==> config.mk <==
export PLATFORM = sky130hd
export DESIGN_NAME = lprw_ctrl
export DESIGN_NICKNAME = d
export VERILOG_FILES = /design/src/design/log_peak_requests_in_window_top_macros.svh /design/src/design/lprw_pkg.sv /design/src/design/lprw_ctrl.sv
export SDC_FILE = /design/constraint.sdc
export NUM_CORES = 1
export LEC_CHECK = 0
export ABC_CLOCK_PERIOD_IN_PS = 2400
export BUFFER_PORTS_ARGS = -buffer_cell sky130_fd_sc_hd__buf_2
export CAP_MARGIN = 10
export CELL_PAD_IN_SITES_DETAIL_PLACEMENT = 1
export CELL_PAD_IN_SITES_GLOBAL_PLACEMENT = 1
export CORE_AREA = 2 2 39 41
export DETAILED_ROUTE_END_ITERATION = 10
export DIE_AREA = 0 0 41 43
export PLACE_DENSITY = 0.49
export SLEW_MARGIN = 20
export SYNTH_ARGS = -nofsm -noshare
export SYNTH_HDL_FRONTEND = slang
export SYNTH_SLANG_ARGS = --single-unit
==> constraint.sdc <==
create_clock -name i_clk -period 2.4 [get_ports i_clk]
set_input_delay 0 -clock i_clk [delete_from_list [all_inputs] [get_ports i_clk]]
set_output_delay 0 -clock i_clk [all_outputs]
set_load 0.02 [all_outputs]
==> src/design/log_peak_requests_in_window_top_macros.svh <==
// Assertion helpers used by lprw_dp.
`ifndef LOG_PEAK_REQUESTS_IN_WINDOW_TOP_MACROS_SVH
`define LOG_PEAK_REQUESTS_IN_WINDOW_TOP_MACROS_SVH

// Same-cycle implication, disabled while reset is asserted.
`define LPRW_ASSERT_NOW(label, clk, rst_n, ante, cons, msg) \
    label: assert property (@(posedge clk) disable iff (!rst_n) (ante) |-> (cons)) \
        else $error(msg);

// Next-cycle implication, disabled while reset is asserted.
`define LPRW_ASSERT_NEXT(label, clk, rst_n, ante, cons, msg) \
    label: assert property (@(posedge clk) disable iff (!rst_n) (ante) |=> (cons)) \
        else $error(msg);

`endif

==> src/design/lprw_pkg.sv <==
// ----------------------------------------------------------------------------
// lprw_pkg
// Shared types and constants for the log peak request window block.
// ----------------------------------------------------------------------------
package lprw_pkg;

    localparam logic [7:0]  CH_NEWLINE  = 8'h0A;
    localparam logic [7:0]  CH_LBRACKET = 8'h5B;
    localparam logic [7:0]  CH_COLON    = 8'h3A;
    localparam logic [7:0]  CH_ZERO     = 8'h30;
    localparam logic [7:0]  CH_NINE     = 8'h39;

    localparam logic [21:0] SECONDS_CAP    = 22'd2678400;
    localparam logic [21:0] WINDOW_RESET   = 22'd60;
    localparam logic [8:0]  COLUMN_CAP     = 9'd511;
    localparam logic [16:0] SECONDS_DAY    = 17'd86400;
    localparam logic [11:0] SECONDS_HOUR   = 12'd3600;
    localparam logic [5:0]  SECONDS_MINUTE = 6'd60;

    // capture phase / capture target codes
    localparam logic [2:0] PH_DAY    = 3'd0;
    localparam logic [2:0] PH_HOUR   = 3'd1;
    localparam logic [2:0] PH_MINUTE = 3'd2;
    localparam logic [2:0] PH_SECOND = 3'd3;
    localparam logic [2:0] PH_DONE   = 3'd4;

    // digit position codes
    localparam logic [1:0] DP_IDLE   = 2'd0;
    localparam logic [1:0] DP_TENS   = 2'd1;
    localparam logic [1:0] DP_UNITS  = 2'd2;

    typedef struct packed {
        logic take;     // byte request accepted this cycle
        logic calc;     // form day and time-of-day terms
        logic push;     // write line time into store
        logic rd;       // read oldest entry
        logic evict;    // drop oldest entry
        logic finish;   // update peak, load result register
    } t_dp_cmd;

    typedef struct packed {
        logic newline;  // current input byte ends a line
        logic multi;    // more than one entry held
        logic evict_ok; // oldest entry lies outside the window
        logic out_free; // result register can take a new result
    } t_dp_sts;

endpackage

==> src/design/lprw_ctrl.sv <==
// ----------------------------------------------------------------------------
// lprw_ctrl
// Sequencer: byte intake, line time calculation, push, eviction loop and result load.
// ----------------------------------------------------------------------------
module lprw_ctrl (
    input  logic              i_clk,
    input  logic              i_rst_n,
    input  logic              i_in_valid,
    output logic              o_in_ready,
    input  lprw_pkg::t_dp_sts i_sts,
    output lprw_pkg::t_dp_cmd o_cmd
);
    import lprw_pkg::*;

    localparam logic [2:0] S_IDLE = 3'd0;
    localparam logic [2:0] S_CALC = 3'd1;
    localparam logic [2:0] S_PUSH = 3'd2;
    localparam logic [2:0] S_READ = 3'd3;
    localparam logic [2:0] S_CMP  = 3'd4;
    localparam logic [2:0] S_DONE = 3'd5;

    logic [2:0] r_state;
    logic [2:0] n_state;

    assign o_in_ready = (r_state == S_IDLE);

    always_comb begin
        n_state = r_state;
        o_cmd   = '0;
        case (r_state)
            S_IDLE: begin
                if (i_in_valid) begin
                    o_cmd.take = 1'b1;
                    if (i_sts.newline) begin
                        n_state = S_CALC;
                    end
                end
            end
            S_CALC: begin
                o_cmd.calc = 1'b1;
                n_state    = S_PUSH;
            end
            S_PUSH: begin
                o_cmd.push = 1'b1;
                n_state    = S_READ;
            end
            S_READ: begin
                if (i_sts.multi) begin
                    o_cmd.rd = 1'b1;
                    n_state  = S_CMP;
                end else begin
                    n_state  = S_DONE;
                end
            end
            S_CMP: begin
                if (i_sts.evict_ok) begin
                    o_cmd.evict = 1'b1;
                    n_state     = S_READ;
                end else begin
                    n_state     = S_DONE;
                end
            end
            S_DONE: begin
                if (i_sts.out_free) begin
                    o_cmd.finish = 1'b1;
                    n_state      = S_IDLE;
                end
            end
            default: begin
                n_state = S_IDLE;
            end
        endcase
    end

    always_ff @(posedge i_clk) begin
        if (!i_rst_n) begin
            r_state <= S_IDLE;
        end else begin
            r_state <= n_state;
        end
    end

endmodule

==> impl_metrics.ini, run 1 <==
[sta]
rsz0062_at_grt = no
tightest_slew_ns = 0.380
clock_skew_ns = 0.00371
setup_violations = 0
period_share = 0.553
tns_ns = 0
slew_violations = 0
hold_viol_final = 0
max_freq_mhz = 753
relSlewSlack = 0.747
setup_ws_ns = 1.07
fin_crit_ns = 1.33

[layout]
syn2layout_area_growth_pct = 39.4
n_antenna_cell = 0
layout-drive-gt1-share = 0.500
final_nets = 48
largest_register_ffs = 3
reg_top3 = r_state x3
top_register = r_state

[clock_network]
cts_num_sinks = 3
tritoncts = done
h-tree-depth = 1
clock_latency_ns = 0.23
cts_inserted_buffers = 3
cts_resized = 0
clk_pin_slew_worst_paths_ns = 0.03
hold_buffers = 0
clk_path_buf_depth = 2
cts_setup_buffers = 0
ctsRootBufferMaster = clkbuf_4

[synth]
syn_nets = 32
yosysSeqAreaShare = 0.267
yosys.cell_types.count = 18
synth_area_um2 = 225
yosys_warnings = 0
ys_ff_latch = 3
yosys-top-cells-area = dfxtp_1 27%, buf_6 10%, o31a_1 7.8%
synth_top_area_share = 0.267
avgSynthCellArea_um2 = 9.01
yosys-top-cells-count = 3 x dfxtp_1, 3 x nor3_1, 2 x buf_6, 2 x nand2_1, 2 x o31a_1
synth-edff-count = 0
synth_area_leader_cell = dfxtp_1
async_flop_share = 0
ys.flop_type = dfxtp_1
syn_inst = 25

[power_and_ir_drop]
ir_drop_mv = 0.239
p_leak_uw = 0.000139
power.density_mw_per_mm2 = 645

[route]
wl_per_cell_um = 10.5
drt-initial-drc-count = 0
totalWireLength_um = 590
via_per_inst = 4.16
postRouteAntennaNets = 0
num_vias = 233
drcViolationCount = 0
dr.pass1.iters = 1

[setup_path]
crit_path_start_kind = register
crit_path_end = o_cmd[2]
end_kind = output port
r2r-end = r_state[2]
required_ns = 2.40
startpoint = r_state[0]
r2r_cells = 3
worst-setup-path-type = reg2out
rr_startpoint = r_state[0]
r2r_slack_ns = 1.29
crit_arrival_ns = 1.33
worstPathMaxFanout = 10

[grt]
met3_usage = 0.0524
antenna_found_initial = 0
grt_max_degree = 11
grtUsageTotal = 0.0863
grt_busiest_layer = met1
grt_pass1_vias = 218
grt_overflow_total = 0
grt_use_met1 = 0.109
grt_first_pass_wirelength_um = 986
grt_use_met2 = 0.103

[placement]
dp_worst_setup_slack_ns = 1.29
gp_congestion = 0.715
io_buffers = 13

[hold_path]
min_path_type = in2reg

[die]
die_y_um = 43
rows = 14
core_mm2 = 0.00138
fp.dieArea_mm2 = 0.00176
die_width_um = 41
ioPinCount = 14
start_util = 0.163

[job]
drv_cap = 0

[outcome]
status = finished clean
-- critical path: stages, from the launching register on --
cell and delay (ns):
dfxtp_1 0.54, nor2b_1 0.21, and3_2 0.19, buf_2 0.15
-- report_power, final --
part / switching [µW] / total, µW / internal (µW)
logic: 27.5 / 49.5 / 22.0
registers: 9.91 / 63.9 / 54.0
clock network: 26.9 / 89.2 / 62.3
-- cell families (layout without fill, tap and decap cells) --
logic type	Yosys count	in the layout	synth area share
simple gates	13	13	0.406
flops	3	3	0.267
mux	1	1	0.0444
compound gates	5	5	0.167
buf+inv	3	18	0.117
-- routing by layer --
metal / wire (µm) / up-vias
met5: 0 / -
met4: 0 / 0
met3: 57 / 0
met2: 223 / 10
met1: 308 / 99
li1: - / 124
-- final cells by class --
cell class	instances	area, µm²
repair buffers	13	65.1
well taps	16	20.0
fillers	183	1070
multi-input cells	19	139
flip-flops and latches	3	60.1
inverters	1	3.75
clock buffers	4	26.3
-- per-stage QoR --
stage / utilization / total power (µW) / hold slack (ns) / std cells / instance area [µm²]
2_1_floorplan: - / 99.1 / 0.128 / 25 / 225
3_3_place_gp: 0.208 / 114 / 0.264 / 52 / 288
3_5_place_dp: 0.208 / 114 / 0.261 / 52 / 288
4_1_cts: 0.227 / 212 / 0.00873 / 56 / 314
5_1_grt: 0.227 / 221 / 0.0241 / 56 / 314
6_report: 0.227 / 203 / 0.0189 / 56 / 314
-- layout by cell type (no fill, tap or decap), drive strengths merged, types with 2 or more instances in the layout --
master  netlist  final
buf           2     13
nor3          4      4
clkbuf        0      4
dfxtp         3      3
nand2         2      2
o31a          2      2
-- worst min path at each step --
stage	start	end	slack, ns	cells after the start
2_1_floorplan	i_rst_n	r_state[0]	0.13	1
3_3_place_gp	i_rst_n	r_state[0]	0.26	2
3_5_place_dp	i_rst_n	r_state[0]	0.26	2
4_1_cts	i_rst_n	r_state[0]	0.009	2
5_1_grt	i_rst_n	r_state[0]	0.02	2
6_report	i_rst_n	r_state[0]	0.02	2
(Power assumes the default switching activity.)
==> inputs of run 2 (changes only) <==
--- a/config.mk
+++ b/config.mk
@@ -5,7 +5,7 @@
 export SDC_FILE = /design/constraint.sdc
 export NUM_CORES = 1
 export LEC_CHECK = 0
-export ABC_CLOCK_PERIOD_IN_PS = 2400
+export ABC_CLOCK_PERIOD_IN_PS = 1310
 export BUFFER_PORTS_ARGS = -buffer_cell sky130_fd_sc_hd__buf_2
 export CAP_MARGIN = 10
 export CELL_PAD_IN_SITES_DETAIL_PLACEMENT = 1
==> constraint.sdc (replaced) <==
create_clock -name i_clk -period 1.31 [get_ports i_clk]
set_input_delay 0 -clock i_clk [delete_from_list [all_inputs] [get_ports i_clk]]
set_output_delay 0 -clock i_clk [all_outputs]
set_load 0.02 [all_outputs]
==> run 2 against run 1 <==
Effect of this change:
- clock power is 84% higher
- utilization up 0.18 points
- design area up 0.80%
- via count fell by 0.43%
- sequential power is 85% higher
- sequential cell count is the same
- setup slack got worse by 0.97 ns
- critical endpoint unchanged
==> impl_metrics.ini, run 2 (synthesis results as in run 1) <==
[outcome]
status = finished clean

[power_and_ir_drop]
ir_drop_mv = 0.443
intPower_uw = 254
p_sw_frac = 0.317
pwr-share-seq = 0.317
power_switching_uw = 118
power.density_mw_per_mm2 = 1180
p_comb_frac = 0.244
clkPwrFrac = 0.439
p_leak_uw = 0.000140

[route]
drt-initial-drc-count = 0
wl_per_cell_um = 10.6
dr.pass1.iters = 1
drcViolationCount = 0
totalWireLength_um = 594
num_vias = 232
postRouteAntennaNets = 0
via_per_inst = 4.14

[setup_path]
crit_arrival_ns = 1.21
worst-setup-path-type = reg2out
crit_path_start_kind = register
end_kind = output port
cp_num_buf_inv = 1
required_ns = 1.31
max_stage_delay_ns = 0.43
worstPathMaxFanout = 10
slowest_stage = dfxtp_2
cpLargestDelayFamily = flip-flops
worstPathCellList = nor2b_1 > and3_2 > buf_2

[clock_network]
clk_path_buf_depth = 2
cts_num_sinks = 3
hold_buffers = 0
clk_pin_slew_worst_paths_ns = 0.03
clock_latency_ns = 0.24
cts_inserted_buffers = 3
ctsRootBufferMaster = clkbuf_4
tritoncts = done
h-tree-depth = 1

[die]
rows = 14
fp.dieArea_mm2 = 0.00176
core_mm2 = 0.00138
die_width_um = 41
ioPinCount = 14
die_y_um = 43
start_util = 0.163

[layout]
syn2layout_area_growth_pct = 40.6
final_cell_mix = 13 x buf_2, 3 x nor3_1, 3 x clkbuf_4
layout-drive-gt1-share = 0.550
multiInputGateArea_um2 = 139
layout_commonest_cell = buf_2
top_register = r_state
nFillCells = 180
final_nets = 48
largest_register_ffs = 3
reg_top3 = r_state x3
n_antenna_cell = 0
regArea_um2 = 62.6

[grt]
grt_pass1_vias = 218
grt_max_degree = 11
antenna_found_initial = 0
grt_overflow_total = 0
grtUsageTotal = 0.0863
grt_first_pass_wirelength_um = 993

[sta]
tns_ns = 0
relSlewSlack = 0.822
rsz0062_at_grt = no
setup_ws_ns = 0.103
slew_violations = 0
setup_violations = 0
clock_skew_ns = 0.00388
tightest_slew_ns = 0.266
period_share = 0.921
fin_crit_ns = 1.21
max_freq_mhz = 829
hold_viol_final = 0

[placement]
gp_congestion = 0.715
dp_worst_setup_slack_ns = 0.196
io_buffers = 13

[job]
drv_cap = 0

[hold_path]
min_path_type = in2reg
[run 2: cell counts in the layout (fill, tap and decap cells not counted)]
Identical to the previous run, type by type.
[run 2: area by class of cell]
type	instances	share of cell area
Multi-Input combinational cell	19	0.439
Timing Repair Buffer	13	0.206
Clock buffer	4	0.0830
Sequential cell	3	0.198
Tap cell	16	0.0632
Inverter	1	0.0119
[run 2: power by group through the flow]
stage / registers, µW / clock network [µW] / logic (µW)
floorplan: 107 / 0 / 74.6
global placement: 118 / 0 / 91.3
detailed placement: 118 / 0 / 91.2
CTS: 117 / 179 / 92.2
global route: 119 / 185 / 101
finish: 118 / 164 / 90.8
[run 2: worst paths after layout]
kind,start,slack (ns),endpoint,cells after the start
max,r_state[0],0.10,o_cmd[2],3
min,i_rst_n,0.02,r_state[0],2
max reg2reg,r_state[1],0.31,r_state[1],2
min reg2reg,r_state[1],0.57,r_state[2],2
[run 2: stage by stage]
stage                     hold WS [ns]  instances  total power, µW   util  area [µm²]
final                           0.0195         56              372  0.229         317
after floorplan                  0.128         25              182      -         225
after detailed placement         0.265         52              209  0.208         288
after global placement           0.264         52              210  0.208         288
after global routing            0.0175         56              405  0.229         317
after CTS                      0.00666         56              389  0.228         315
[run 2: per-layer routing]
| layer | track usage | part of all wire |
|---|---|---|
| met1 | 0.113 | 0.55 |
| met2 | 0.103 | 0.38 |
| met3 | 0.0471 | 0.071 |
| met4 | 0.0600 | 0 |
| met5 | 0 | 0 |
[run 2: worst reg2reg max path, delay by kind of cell (launching register included)]
family,cells,cell delay (ns)
compound gates,1,0.31
flops,1,0.46
simple gates,1,0.12
[run 2: repair_timing]
item | in CTS | in global routing
gates cloned | 0 | 0
endpoints found under the hold margin | 0 | 0
endpoints found under the setup margin | 1 | 2
buffers inserted | 0 | 0
resized for setup | 1 | 1
==> inputs of run 3 (changes only) <==
--- a/config.mk
+++ b/config.mk
@@ -11,6 +11,7 @@
 export CELL_PAD_IN_SITES_DETAIL_PLACEMENT = 1
 export CELL_PAD_IN_SITES_GLOBAL_PLACEMENT = 1
 export CORE_AREA = 2 2 39 41
+export CTS_BUF_LIST = sky130_fd_sc_hd__clkbuf_8
 export DETAILED_ROUTE_END_ITERATION = 10
 export DIE_AREA = 0 0 41 43
 export PLACE_DENSITY = 0.49
==> run 3 against run 2 <==
Effect of this change:
- sequential power about the same
- combinational power about the same
- via count increased by 1.3%
- setup slack improved by 0.021 ns
- die area unchanged
- global-route usage decreased by 0.10 points
- clock skew increased by 0.00059 ns
- clock power increased by 59%
- critical path depth unchanged
- design area increased by 5.9%
- largest power group unchanged
==> impl_metrics.ini, run 3 (synthesis results as in run 1) <==
[setup_path]
worst-setup-path-type = reg2out
required_ns = 1.31
worstPathMaxFanout = 10
crit_path_start_kind = register
r2r-end = r_state[1]
r2r_slack_ns = 0.31
crit_arrival_ns = 1.19
r2r_cells = 2
end_kind = output port
rr_startpoint = r_state[1]

[clock_network]
clk_path_buf_depth = 2
h-tree-depth = 1
clk_pin_slew_worst_paths_ns = 0.03
cts_num_sinks = 3
ctsRootBufferMaster = clkbuf_8
tritoncts = done
hold_buffers = 0
clock_latency_ns = 0.22
cts_inserted_buffers = 3

[grt]
antenna_found_initial = 0
grt_max_degree = 11
grt_first_pass_wirelength_um = 979
grtUsageTotal = 0.0853
grt_overflow_total = 0
grt_pass1_vias = 215

[sta]
relSlewSlack = 0.822
setup_ws_ns = 0.124
hold_viol_final = 0
slew_violations = 0
tns_ns = 0
fin_crit_ns = 1.19
period_share = 0.905
rsz0062_at_grt = no
tightest_slew_ns = 0.266
max_freq_mhz = 843
setup_violations = 0
clock_skew_ns = 0.00447

[layout]
fin_cells = 56
reg_top3 = r_state x3
n_antenna_cell = 0
layout-drive-gt1-share = 0.550
top_register = r_state
final_nets = 48
final_cell_mix = 13 x buf_2, 3 x nor3_1, 3 x clkbuf_8
final_core_util = 0.242
syn2layout_area_growth_pct = 48.9
layout_commonest_cell = buf_2
largest_register_ffs = 3

[power_and_ir_drop]
power.density_mw_per_mm2 = 1400
ir_drop_mv = 0.587
p_total_uw = 469
p_leak_uw = 0.000152

[outcome]
status = finished clean

[route]
wl_met3_um = 57
totalWireLength_um = 597
wl_per_cell_um = 10.7
top_layer_used = met3
dr.pass1.iters = 2
drcViolationCount = 0
drt-met1-wl_um = 311
via_per_inst = 4.20
drt-initial-drc-count = 2
num_vias = 235
wl_met2_um = 228
postRouteAntennaNets = 0

[die]
ioPinCount = 14
rows = 14
start_util = 0.163
die_y_um = 43
core_mm2 = 0.00138
die_width_um = 41
fp.dieArea_mm2 = 0.00176

[placement]
gp_congestion = 0.715
io_buffers = 13
dp_worst_setup_slack_ns = 0.196
dpl.cell_count = 52

[hold_path]
min_to = r_state[0]
holdPathStages = 2
min_from = i_rst_n
min_path_type = in2reg

[job]
drv_cap = 0
-- run 3: metal layers --
layer  vias up  track usage
met3         0       0.0471
met4         0       0.0600
li1        123            -
met2        12        0.103
met1       100        0.109
met5         -            0
-- run 3: worst max path at each step --
stage / end / startpoint
3_5_place_dp: r_state[2] / r_state[0]
6_report: o_cmd[2] / r_state[0]
4_1_cts: o_cmd[2] / r_state[0]
5_1_grt: o_cmd[3] / r_state[1]
3_3_place_gp: r_state[1] / r_state[0]
2_1_floorplan: o_cmd[5] / r_state[0]
-- run 3: what timing repair did --
item / 4_1_cts / 5_1_grt
endpoints found under the setup margin: 0 / 3
resized for setup: 0 / 2
buffers inserted: 0 / 0
-- run 3: area by class of cell --
type	instances	area [µm²]
fill	181	1050
sequential	3	62.6
clock buffer	3	41.3
timing repair buffer	13	65.1
multi-input combinational	19	139
tap	16	20.0
inverter	1	3.75
clock inverter	1	3.75
-- run 3: through the flow --
stage | cell area [µm²] | hold WS (ns)
final | 335 | 0.0397
after global placement | 288 | 0.264
after floorplan | 225 | 0.128
after detailed placement | 288 | 0.265
after CTS | 333 | 0.0396
after global routing | 335 | 0.0489
-- run 3: critical path, stage by stage (launching register included) --
cell and delay, ns:
dfxtp_2 0.43, nor2b_1 0.19, and3_2 0.19, buf_2 0.15
-- run 3: power breakdown --
| group | internal, µW | total, µW | switching [µW] |
|---|---|---|---|
| sequential | 100 | 118 | 18.1 |
| clock | 199 | 260 | 60.5 |
| combinational | 40.4 | 90.8 | 50.4 |
